**config.mk**
```make
export PLATFORM = sky130hd
export DESIGN_NAME = turtle_pen_plotter_grid_top
export DESIGN_NICKNAME = d
export VERILOG_FILES = /design/src/tpg_pkg.sv /design/src/turtle_pen_plotter_grid_top.sv
export SDC_FILE = /design/constraint.sdc
export NUM_CORES = 1
export LEC_CHECK = 0
export ABC_AREA = 1
export BUFFER_PORTS_ARGS = -buffer_cell sky130_fd_sc_hd__buf_2
export CAP_MARGIN = 20
export CORE_ASPECT_RATIO = 1.75
export CORE_UTILIZATION = 50
export CTS_CLUSTER_SIZE = 8
export DETAILED_ROUTE_END_ITERATION = 12
export HOLD_SLACK_MARGIN = 0.02
export PLACE_DENSITY = 0.65
export SYNTH_ARGS = -nofsm -noshare
export SYNTH_HDL_FRONTEND = slang
export SYNTH_SLANG_ARGS = --single-unit
export TNS_END_PERCENT = 10
```
**constraint.sdc**
```tcl
create_clock -name clk -period 6.3 [get_ports clk]
set_input_delay 1.26 -clock clk [delete_from_list [all_inputs] [get_ports clk]]
set_output_delay 1.26 -clock clk [all_outputs]
set_load 0.03 [all_outputs]
```
**src/tpg_pkg.sv**
```systemverilog
package tpg_pkg;

  localparam int GRID_SIZE_DEF = 32;
  localparam int ROW_BITS_W    = 32;
  localparam int ROW_NUM_W     = 5;
  localparam int DIST_W        = 8;
  localparam int OP_W          = 3;

  typedef enum logic [OP_W-1:0] {
    OP_PEN_UP    = 3'd0,
    OP_PEN_DOWN  = 3'd1,
    OP_TURN_RIGHT = 3'd2,
    OP_TURN_LEFT = 3'd3,
    OP_MOVE      = 3'd4,
    OP_DUMP      = 3'd5
  } op_t;

  typedef enum logic [1:0] {
    HEAD_RIGHT = 2'd0,
    HEAD_DOWN  = 2'd1,
    HEAD_LEFT  = 2'd2,
    HEAD_UP    = 2'd3
  } heading_t;

  typedef enum logic [1:0] {
    ST_IDLE  = 2'd0,
    ST_SWEEP = 2'd1,
    ST_DUMP  = 2'd2
  } state_t;

endpackage

```
**src/turtle_pen_plotter_grid_top.sv**
```systemverilog
// Turtle plotter on a square bit grid held in a row memory (one 32-bit word per row, registered
// read). Pen up, pen down, turns, pen-up moves and unused codes leave the plotter idle. A
// pen-down move runs a read-modify-write sweep over the rows it touches: a horizontal move
// touches one row, a vertical move every row from its start row to its end row. A dump emits
// one row per beat from row 0, GRID_N beats (GRID_SIZE clamped to 2..32), at one beat per cycle
// when the result side does not stall; the next command waits until the last row has gone out. The
// sweep and the dump are paced by the single read port of the row memory. Per-row valid bits
// make the grid read as cleared right after reset, so there is no clearing pass.
module turtle_pen_plotter_grid_top #(
  parameter int GRID_SIZE = tpg_pkg::GRID_SIZE_DEF
) (
  input  logic                             clk,
  input  logic                             rst_n,
  input  logic                             in_valid,
  output logic                             in_stall,
  input  logic [tpg_pkg::OP_W-1:0]         in_operation,
  input  logic [tpg_pkg::DIST_W-1:0]       in_distance,
  output logic                             out_valid,
  input  logic                             out_stall,
  output logic [tpg_pkg::ROW_BITS_W-1:0]   out_row_bits,
  output logic [tpg_pkg::ROW_NUM_W-1:0]    out_row_number,
  output logic                             out_last_row
);
  import tpg_pkg::*;

  localparam int GRID_N = (GRID_SIZE > ROW_BITS_W) ? ROW_BITS_W :
                          ((GRID_SIZE < 2) ? 2 : GRID_SIZE);
  localparam int ROW_W  = $clog2(GRID_N);
  localparam int SUM_W  = DIST_W + 1;

  localparam logic [ROW_W-1:0]      LAST_IDX = ROW_W'(GRID_N - 1);
  localparam logic [ROW_BITS_W-1:0] ALL_ONES = {ROW_BITS_W{1'b1}};

  state_t state_r, state_nxt;

  logic             pen_r, pen_nxt;
  heading_t         head_r, head_nxt;
  logic [ROW_W-1:0] cur_row_r, cur_row_nxt;
  logic [ROW_W-1:0] cur_col_r, cur_col_nxt;

  logic [ROW_W-1:0]      ptr_r, ptr_nxt;
  logic [ROW_W-1:0]      hi_r, hi_nxt;
  logic [ROW_BITS_W-1:0] mask_r, mask_nxt;
  logic                  issued_all_r, issued_all_nxt;

  logic [ROW_BITS_W-1:0] grid_mem [GRID_N];
  logic [GRID_N-1:0]     row_vld_r;
  logic [ROW_BITS_W-1:0] rd_q_r;
  logic                  rd_ok_r;
  logic [ROW_W-1:0]      rd_addr_r;
  logic                  rd_pend_r, rd_pend_nxt;

  logic                  out_valid_r;
  logic [ROW_BITS_W-1:0] out_row_bits_r;
  logic [ROW_NUM_W-1:0]  out_row_number_r;
  logic                  out_last_row_r;

  logic                  in_acc;
  logic                  issue_en;
  logic                  sweep_wr;
  logic                  move_out;
  logic [ROW_BITS_W-1:0] rd_row;

  // move decode
  logic                  vertical;
  logic                  forward;
  logic [ROW_W-1:0]      from_pos;
  logic [ROW_W-1:0]      to_pos;
  logic [SUM_W-1:0]      fwd_sum;
  logic [ROW_W-1:0]      lo_pos;
  logic [ROW_W-1:0]      hi_pos;
  logic [ROW_BITS_W-1:0] col_mask;

  assign in_stall = (state_r != ST_IDLE);
  assign in_acc   = in_valid && !in_stall;
  assign rd_row   = rd_ok_r ? rd_q_r : '0;

  always_comb begin
    vertical = head_r[0];
    forward  = (head_r == HEAD_RIGHT) || (head_r == HEAD_DOWN);
    from_pos = vertical ? cur_row_r : cur_col_r;
    fwd_sum  = SUM_W'(from_pos) + SUM_W'(in_distance);
    if (forward) begin
      to_pos = (fwd_sum > SUM_W'(GRID_N - 1)) ? LAST_IDX : ROW_W'(fwd_sum);
    end else begin
      to_pos = (in_distance > DIST_W'(from_pos)) ? '0
             : ROW_W'(DIST_W'(from_pos) - in_distance);
    end
    lo_pos   = forward ? from_pos : to_pos;
    hi_pos   = forward ? to_pos : from_pos;
    col_mask = (ALL_ONES << lo_pos)
             & (ALL_ONES >> (ROW_NUM_W'(ROW_BITS_W - 1) - ROW_NUM_W'(hi_pos)));
  end

  // next state
  always_comb begin
    state_nxt = state_r;
    unique case (state_r)
      ST_IDLE: begin
        if (in_acc) begin
          if (in_operation == OP_DUMP) begin
            state_nxt = ST_DUMP;
          end else if (in_operation == OP_MOVE && pen_r) begin
            state_nxt = ST_SWEEP;
          end
        end
      end
      ST_SWEEP: begin
        if (issued_all_r && (!rd_pend_r || sweep_wr)) state_nxt = ST_IDLE;
      end
      ST_DUMP: begin
        if (issued_all_r && (!rd_pend_r || move_out)) state_nxt = ST_IDLE;
      end
      default: state_nxt = ST_IDLE;
    endcase
  end

  // outputs of the sequencer
  always_comb begin
    issue_en = 1'b0;
    sweep_wr = 1'b0;
    move_out = 1'b0;
    unique case (state_r)
      ST_IDLE: ;
      ST_SWEEP: begin
        issue_en = !issued_all_r;
        sweep_wr = rd_pend_r;
      end
      ST_DUMP: begin
        move_out = rd_pend_r && (!out_valid_r || !out_stall);
        issue_en = !issued_all_r && (!rd_pend_r || move_out);
      end
      default: ;
    endcase
  end

  always_comb begin
    pen_nxt        = pen_r;
    head_nxt       = head_r;
    cur_row_nxt    = cur_row_r;
    cur_col_nxt    = cur_col_r;
    ptr_nxt        = ptr_r;
    hi_nxt         = hi_r;
    mask_nxt       = mask_r;
    issued_all_nxt = issued_all_r;
    if (in_acc) begin
      unique case (in_operation)
        OP_PEN_UP:     pen_nxt = 1'b0;
        OP_PEN_DOWN:   pen_nxt = 1'b1;
        OP_TURN_RIGHT: head_nxt = heading_t'(head_r + 2'd1);
        OP_TURN_LEFT:  head_nxt = heading_t'(head_r - 2'd1);
        OP_MOVE: begin
          // only a pen-down move starts a sweep
          issued_all_nxt = !pen_r;
          if (vertical) begin
            cur_row_nxt = to_pos;
            ptr_nxt     = lo_pos;
            hi_nxt      = hi_pos;
            mask_nxt    = ROW_BITS_W'(1) << cur_col_r;
          end else begin
            cur_col_nxt = to_pos;
            ptr_nxt     = cur_row_r;
            hi_nxt      = cur_row_r;
            mask_nxt    = col_mask;
          end
        end
        OP_DUMP: begin
          issued_all_nxt = 1'b0;
          ptr_nxt        = '0;
          hi_nxt         = LAST_IDX;
        end
        default: ;
      endcase
    end else if (issue_en) begin
      if (ptr_r == hi_r) begin
        issued_all_nxt = 1'b1;
      end else begin
        ptr_nxt = ptr_r + 1'b1;
      end
    end
  end

  always_comb begin
    rd_pend_nxt = rd_pend_r;
    if (issue_en) begin
      rd_pend_nxt = 1'b1;
    end else if (sweep_wr || move_out) begin
      rd_pend_nxt = 1'b0;
    end
  end

  always_ff @(posedge clk) begin
    if (!rst_n) begin
      state_r      <= ST_IDLE;
      pen_r        <= 1'b0;
      head_r       <= HEAD_RIGHT;
      cur_row_r    <= '0;
      cur_col_r    <= '0;
      issued_all_r <= 1'b1;
      rd_pend_r    <= 1'b0;
      row_vld_r    <= '0;
      out_valid_r  <= 1'b0;
    end else begin
      state_r      <= state_nxt;
      pen_r        <= pen_nxt;
      head_r       <= head_nxt;
      cur_row_r    <= cur_row_nxt;
      cur_col_r    <= cur_col_nxt;
      issued_all_r <= issued_all_nxt;
      rd_pend_r    <= rd_pend_nxt;
      if (sweep_wr) row_vld_r[rd_addr_r] <= 1'b1;
      if (move_out) begin
        out_valid_r <= 1'b1;
      end else if (!out_stall) begin
        out_valid_r <= 1'b0;
      end
    end
  end

  always_ff @(posedge clk) begin
    ptr_r  <= ptr_nxt;
    hi_r   <= hi_nxt;
    mask_r <= mask_nxt;
  end

  // row memory: one read and one write port; the sweep writes row i while reading row i + 1
  always_ff @(posedge clk) begin
    if (sweep_wr) grid_mem[rd_addr_r] <= rd_row | mask_r;
    if (issue_en) begin
      rd_q_r    <= grid_mem[ptr_r];
      rd_ok_r   <= row_vld_r[ptr_r];
      rd_addr_r <= ptr_r;
    end
  end

  always_ff @(posedge clk) begin
    if (move_out) begin
      out_row_bits_r   <= rd_row;
      out_row_number_r <= ROW_NUM_W'(rd_addr_r);
      out_last_row_r   <= (rd_addr_r == LAST_IDX);
    end
  end

  assign out_valid      = out_valid_r;
  assign out_row_bits   = out_row_bits_r;
  assign out_row_number = out_row_number_r;
  assign out_last_row   = out_last_row_r;

`ifndef ASSERT_OFF
  a_idle_drained: assert property (@(posedge clk) disable iff (!rst_n)
    (state_r == ST_IDLE) |-> (!rd_pend_r && issued_all_r))
    else $error("command taken with row access still in flight");

  a_last_row_num: assert property (@(posedge clk) disable iff (!rst_n)
    (out_valid_r && out_last_row_r) |-> (out_row_number_r == ROW_NUM_W'(GRID_N - 1)))
    else $error("last row flag on wrong row number");

  a_pos_in_grid: assert property (@(posedge clk) disable iff (!rst_n)
    (cur_row_r <= LAST_IDX) && (cur_col_r <= LAST_IDX))
    else $error("turtle position outside the grid");

  a_write_only_sweep: assert property (@(posedge clk) disable iff (!rst_n)
    sweep_wr |-> $past(issue_en))
    else $error("row write without a preceding read");
`endif

endmodule
```
==> results.md <==
* Run status: finished clean
* Adder-cell area share of the yosys netlist at 0.608%
* DIE AREA at 96800 sq um
* Reg2Reg Launch Point: head_r[0]$_SDFFE_PN0P_
* Setup TNS at 0 ns
* CTS Sinks at 1192
* Via-to-Cell Ratio at 6.27
* Synth Instances at 3801
* Worst EP arrival at 4.39 ns
* Root buf cell: clkbuf_16
* Mapped Avg Cell Area at 12.6 sq um
* First-pass GRT wire length at 206000 um
* Largest net degree at the start of global routing at 181
* Setup Skew at 0.0302 ns
* Clk slew on worst S/H paths at 0.06 ns
* Mapped cell area at 47700 sq um
* # hold bufs at CTS at 0
* Simple-Gate Fraction of Synth Area at 10.6%
* Post-Route WL at 142000 um
* Final count of hold timing violations at 0
* Achievable Freq at 258 MHz
* Mux cell area share after synthesis at 0.0210%
* Leakage power at 18.0 nW
* Die height at 411 um
* Row cnt at 149
* Largest family of logic cells by synthesized area: compound AO/OA/AOI/OAI gates
* CP required at 6.81 ns
* Post-CTS setup buffer count at 0
* Layout cells sized above 1 at 10.5%
* Vias in the first global route at 31600
* CTS tree: yes
* Iter 0 DRT Violations at 3467
* Number of port buffers at 54
* Nets at 3898
* Net Count, Synth at 3838
* Power density cells at 347 nW/um^2
* Final cycle utilization of the critical path at 61.6%
* # IOs at 55
* R2R cell count at 17
* Yosys warns at 0
* Core Region at 94300 sq um
* Final WS setup at 2.42 ns
* R2R Path End: mask_r[12]$_DFFE_PP_
* Post-CTS Resized at 0
* Post-synthesis sequential area ratio at 73.9%
* CTS Buf Count at 167
* Synth Register Bits at 1192
* Longest Clk Path Bufs at 3
* Kind of critical path: reg -> reg
* All-Layer GR Usage at 29.3%
* Finished Layout Cells at 5112
* VDD IR max at 0.324 mV
* Initial DRT Pass Iterations at 6
* Final Cell Area at 54000 sq um
* WL/cell at 27.7 um
* CP startpoint: head_r[0]$_SDFFE_PN0P_
* DP Cell Count at 4899
* Worst setup EP type: flop
* CP max FO at 23
* Via count at 32100
* RSZ-0062 raised after global routing: false
* Compound-gate portion of the synthesized area at 11.4%
* Final ANT Viol Nets at 0
* Post-DP Area at 49400 sq um
* DIE WIDTH at 236 um
* Area grow syn2layout at 13.1%
* Unique masters post-synth at 44
* HPWL Detailed at 75700 um
* Overall Power at 18.8 mW
* Max transition margin at 16.8%
* Post-Place Worst Slack at 2.23 ns
* Clk Latency, worst-skew pair at 0.77 ns
* Setup Viol. Count Final at 0
* Last element of the critical path: mask_r[12]$_DFFE_PP_
* H-tree levels at 4
* Commonest non-fill, non-tap cell in the layout: edfxtp_1
* Least-Margin Pin Slew at 1.24 ns
* Fin crit period at 3.88 ns
* Remaining Overflow, GRT at 0
* Remaining DRCs at 0
* Min Hold Slack at 0.458 ns
* MaxCap Viol Count at 0
* Commonest non-fill, non-tap cells in the layout: edfxtp_1 (1142), nor2_1 (644), o21ai_0 (597)
* Synth Area in XOR/XNOR at 0.147%
* Worst R2R Setup Slack at 2.42 ns
* Post-layout util at 57.2%
* Routability cong. at 0.937
* Antenna violations before repair at 1
* Starting Density at 50.6%
* Critical Path Start Type: flop
* Final Max Slew Viols at 0
* Hold Path Class: reg -> reg
==> cell usage after synthesis (all sizes together) <==
library cell,number,share of area [%]
a211oi,2,0.031
a21boi,1,0.024
a21oi,37,0.42
a31oi,1,0.013
and3,1,0.013
buf,56,0.57
clkbuf,176,1.4
clkinv,3,0.024
dfxtp,50,2.1
edfxtp,1142,72
fa,2,0.084
ha,20,0.52
inv,158,1.2
mux2i,1,0.021
nand2,362,2.9
nand3,101,1.1
nand4,39,0.52
nor2,683,5.4
nor3,15,0.16
nor3b,1,0.016
nor4,6,0.079
o211ai,26,0.41
o21a,3,0.047
o21ai,603,6.3
o21bai,1,0.016
o221ai,109,2.0
o22ai,161,2.1
or2,33,0.43
xnor2,3,0.055
xor2,5,0.092
==> routing by layer <==
metal	track usage (%)	share of wire [%]
met1	36.1	36
met2	50.2	50
met3	3.65	7.7
met4	16.8	5.5
met5	0	0
==> worst max-delay path, stage by stage, from the launching register on <==
cell and delay, ns:
dfxtp_1 0.73, nand2_1 0.09, o21ai_0 0.20, inv_1 0.12, ha_1 0.25, fa_1 0.45, nand2_1 0.11, nand2_1 0.06
nand2_2 0.07, nand2_2 0.07, o21ai_4 0.24, nand4_2 0.16, nand2_1 0.11, o21ai_0 0.45, nand2_1 0.29, nand2_1 0.07
nand3_1 0.08, nand2_1 0.06
==> power breakdown <==
group / switching, mW / total, mW / internal (mW)
Sequential: 0.0421 / 8.83 / 8.78
Clock: 3.22 / 8.02 / 4.81
Combinational: 1.41 / 1.90 / 0.497
==> cell families after synthesis <==
logic type	after synthesis
AO/OA/AOI/OAI	944
flip-flops	1192
multiplexers	1
adder cells (fa/ha/maj)	22
XOR/XNOR	8
AND/OR/NAND/NOR	1241
buffers and inverters	393
==> cell type report <==
type                            instances  area (sq um)
Antenna cell                            3          7.51
Clock buffer                          196          4350
Clock inverter                         13           203
Fill cell                            7582         40400
Inverter                              161           624
Multi-Input combinational cell       2216         11200
Sequential cell                      1192         35300
Tap cell                             1208          1510
Timing Repair Buffer                  123           826
==> worst min path at each step <==
stage | start | to | slack, ns | cells past startpoint
after floorplan | row_vld_r[10]$_SDFFE_PN0P_ | row_vld_r[10]$_SDFFE_PN0P_ | 0.43 | 2
after global placement | row_vld_r[6]$_SDFFE_PN0P_ | row_vld_r[6]$_SDFFE_PN0P_ | 0.44 | 2
after detailed placement | row_vld_r[5]$_SDFFE_PN0P_ | row_vld_r[5]$_SDFFE_PN0P_ | 0.45 | 2
after CTS | row_vld_r[29]$_SDFFE_PN0P_ | row_vld_r[29]$_SDFFE_PN0P_ | 0.47 | 2
after global routing | row_vld_r[29]$_SDFFE_PN0P_ | row_vld_r[29]$_SDFFE_PN0P_ | 0.48 | 2
final | row_vld_r[25]$_SDFFE_PN0P_ | row_vld_r[25]$_SDFFE_PN0P_ | 0.46 | 2
==> state kept, by name (all words and copies together), names as in the netlist, 2 cells and up <==
register        count
mask_r             32
out_row_bits       32
cur_col_r           5
row_vld_r          32
hi_r                5
ptr_r               5
rd_addr_r           5
head_r              2
rd_q_r             32
grid_mem         1024
state_r             2
cur_row_r           5
out_row_number      5
(Power assumes the default switching activity.)
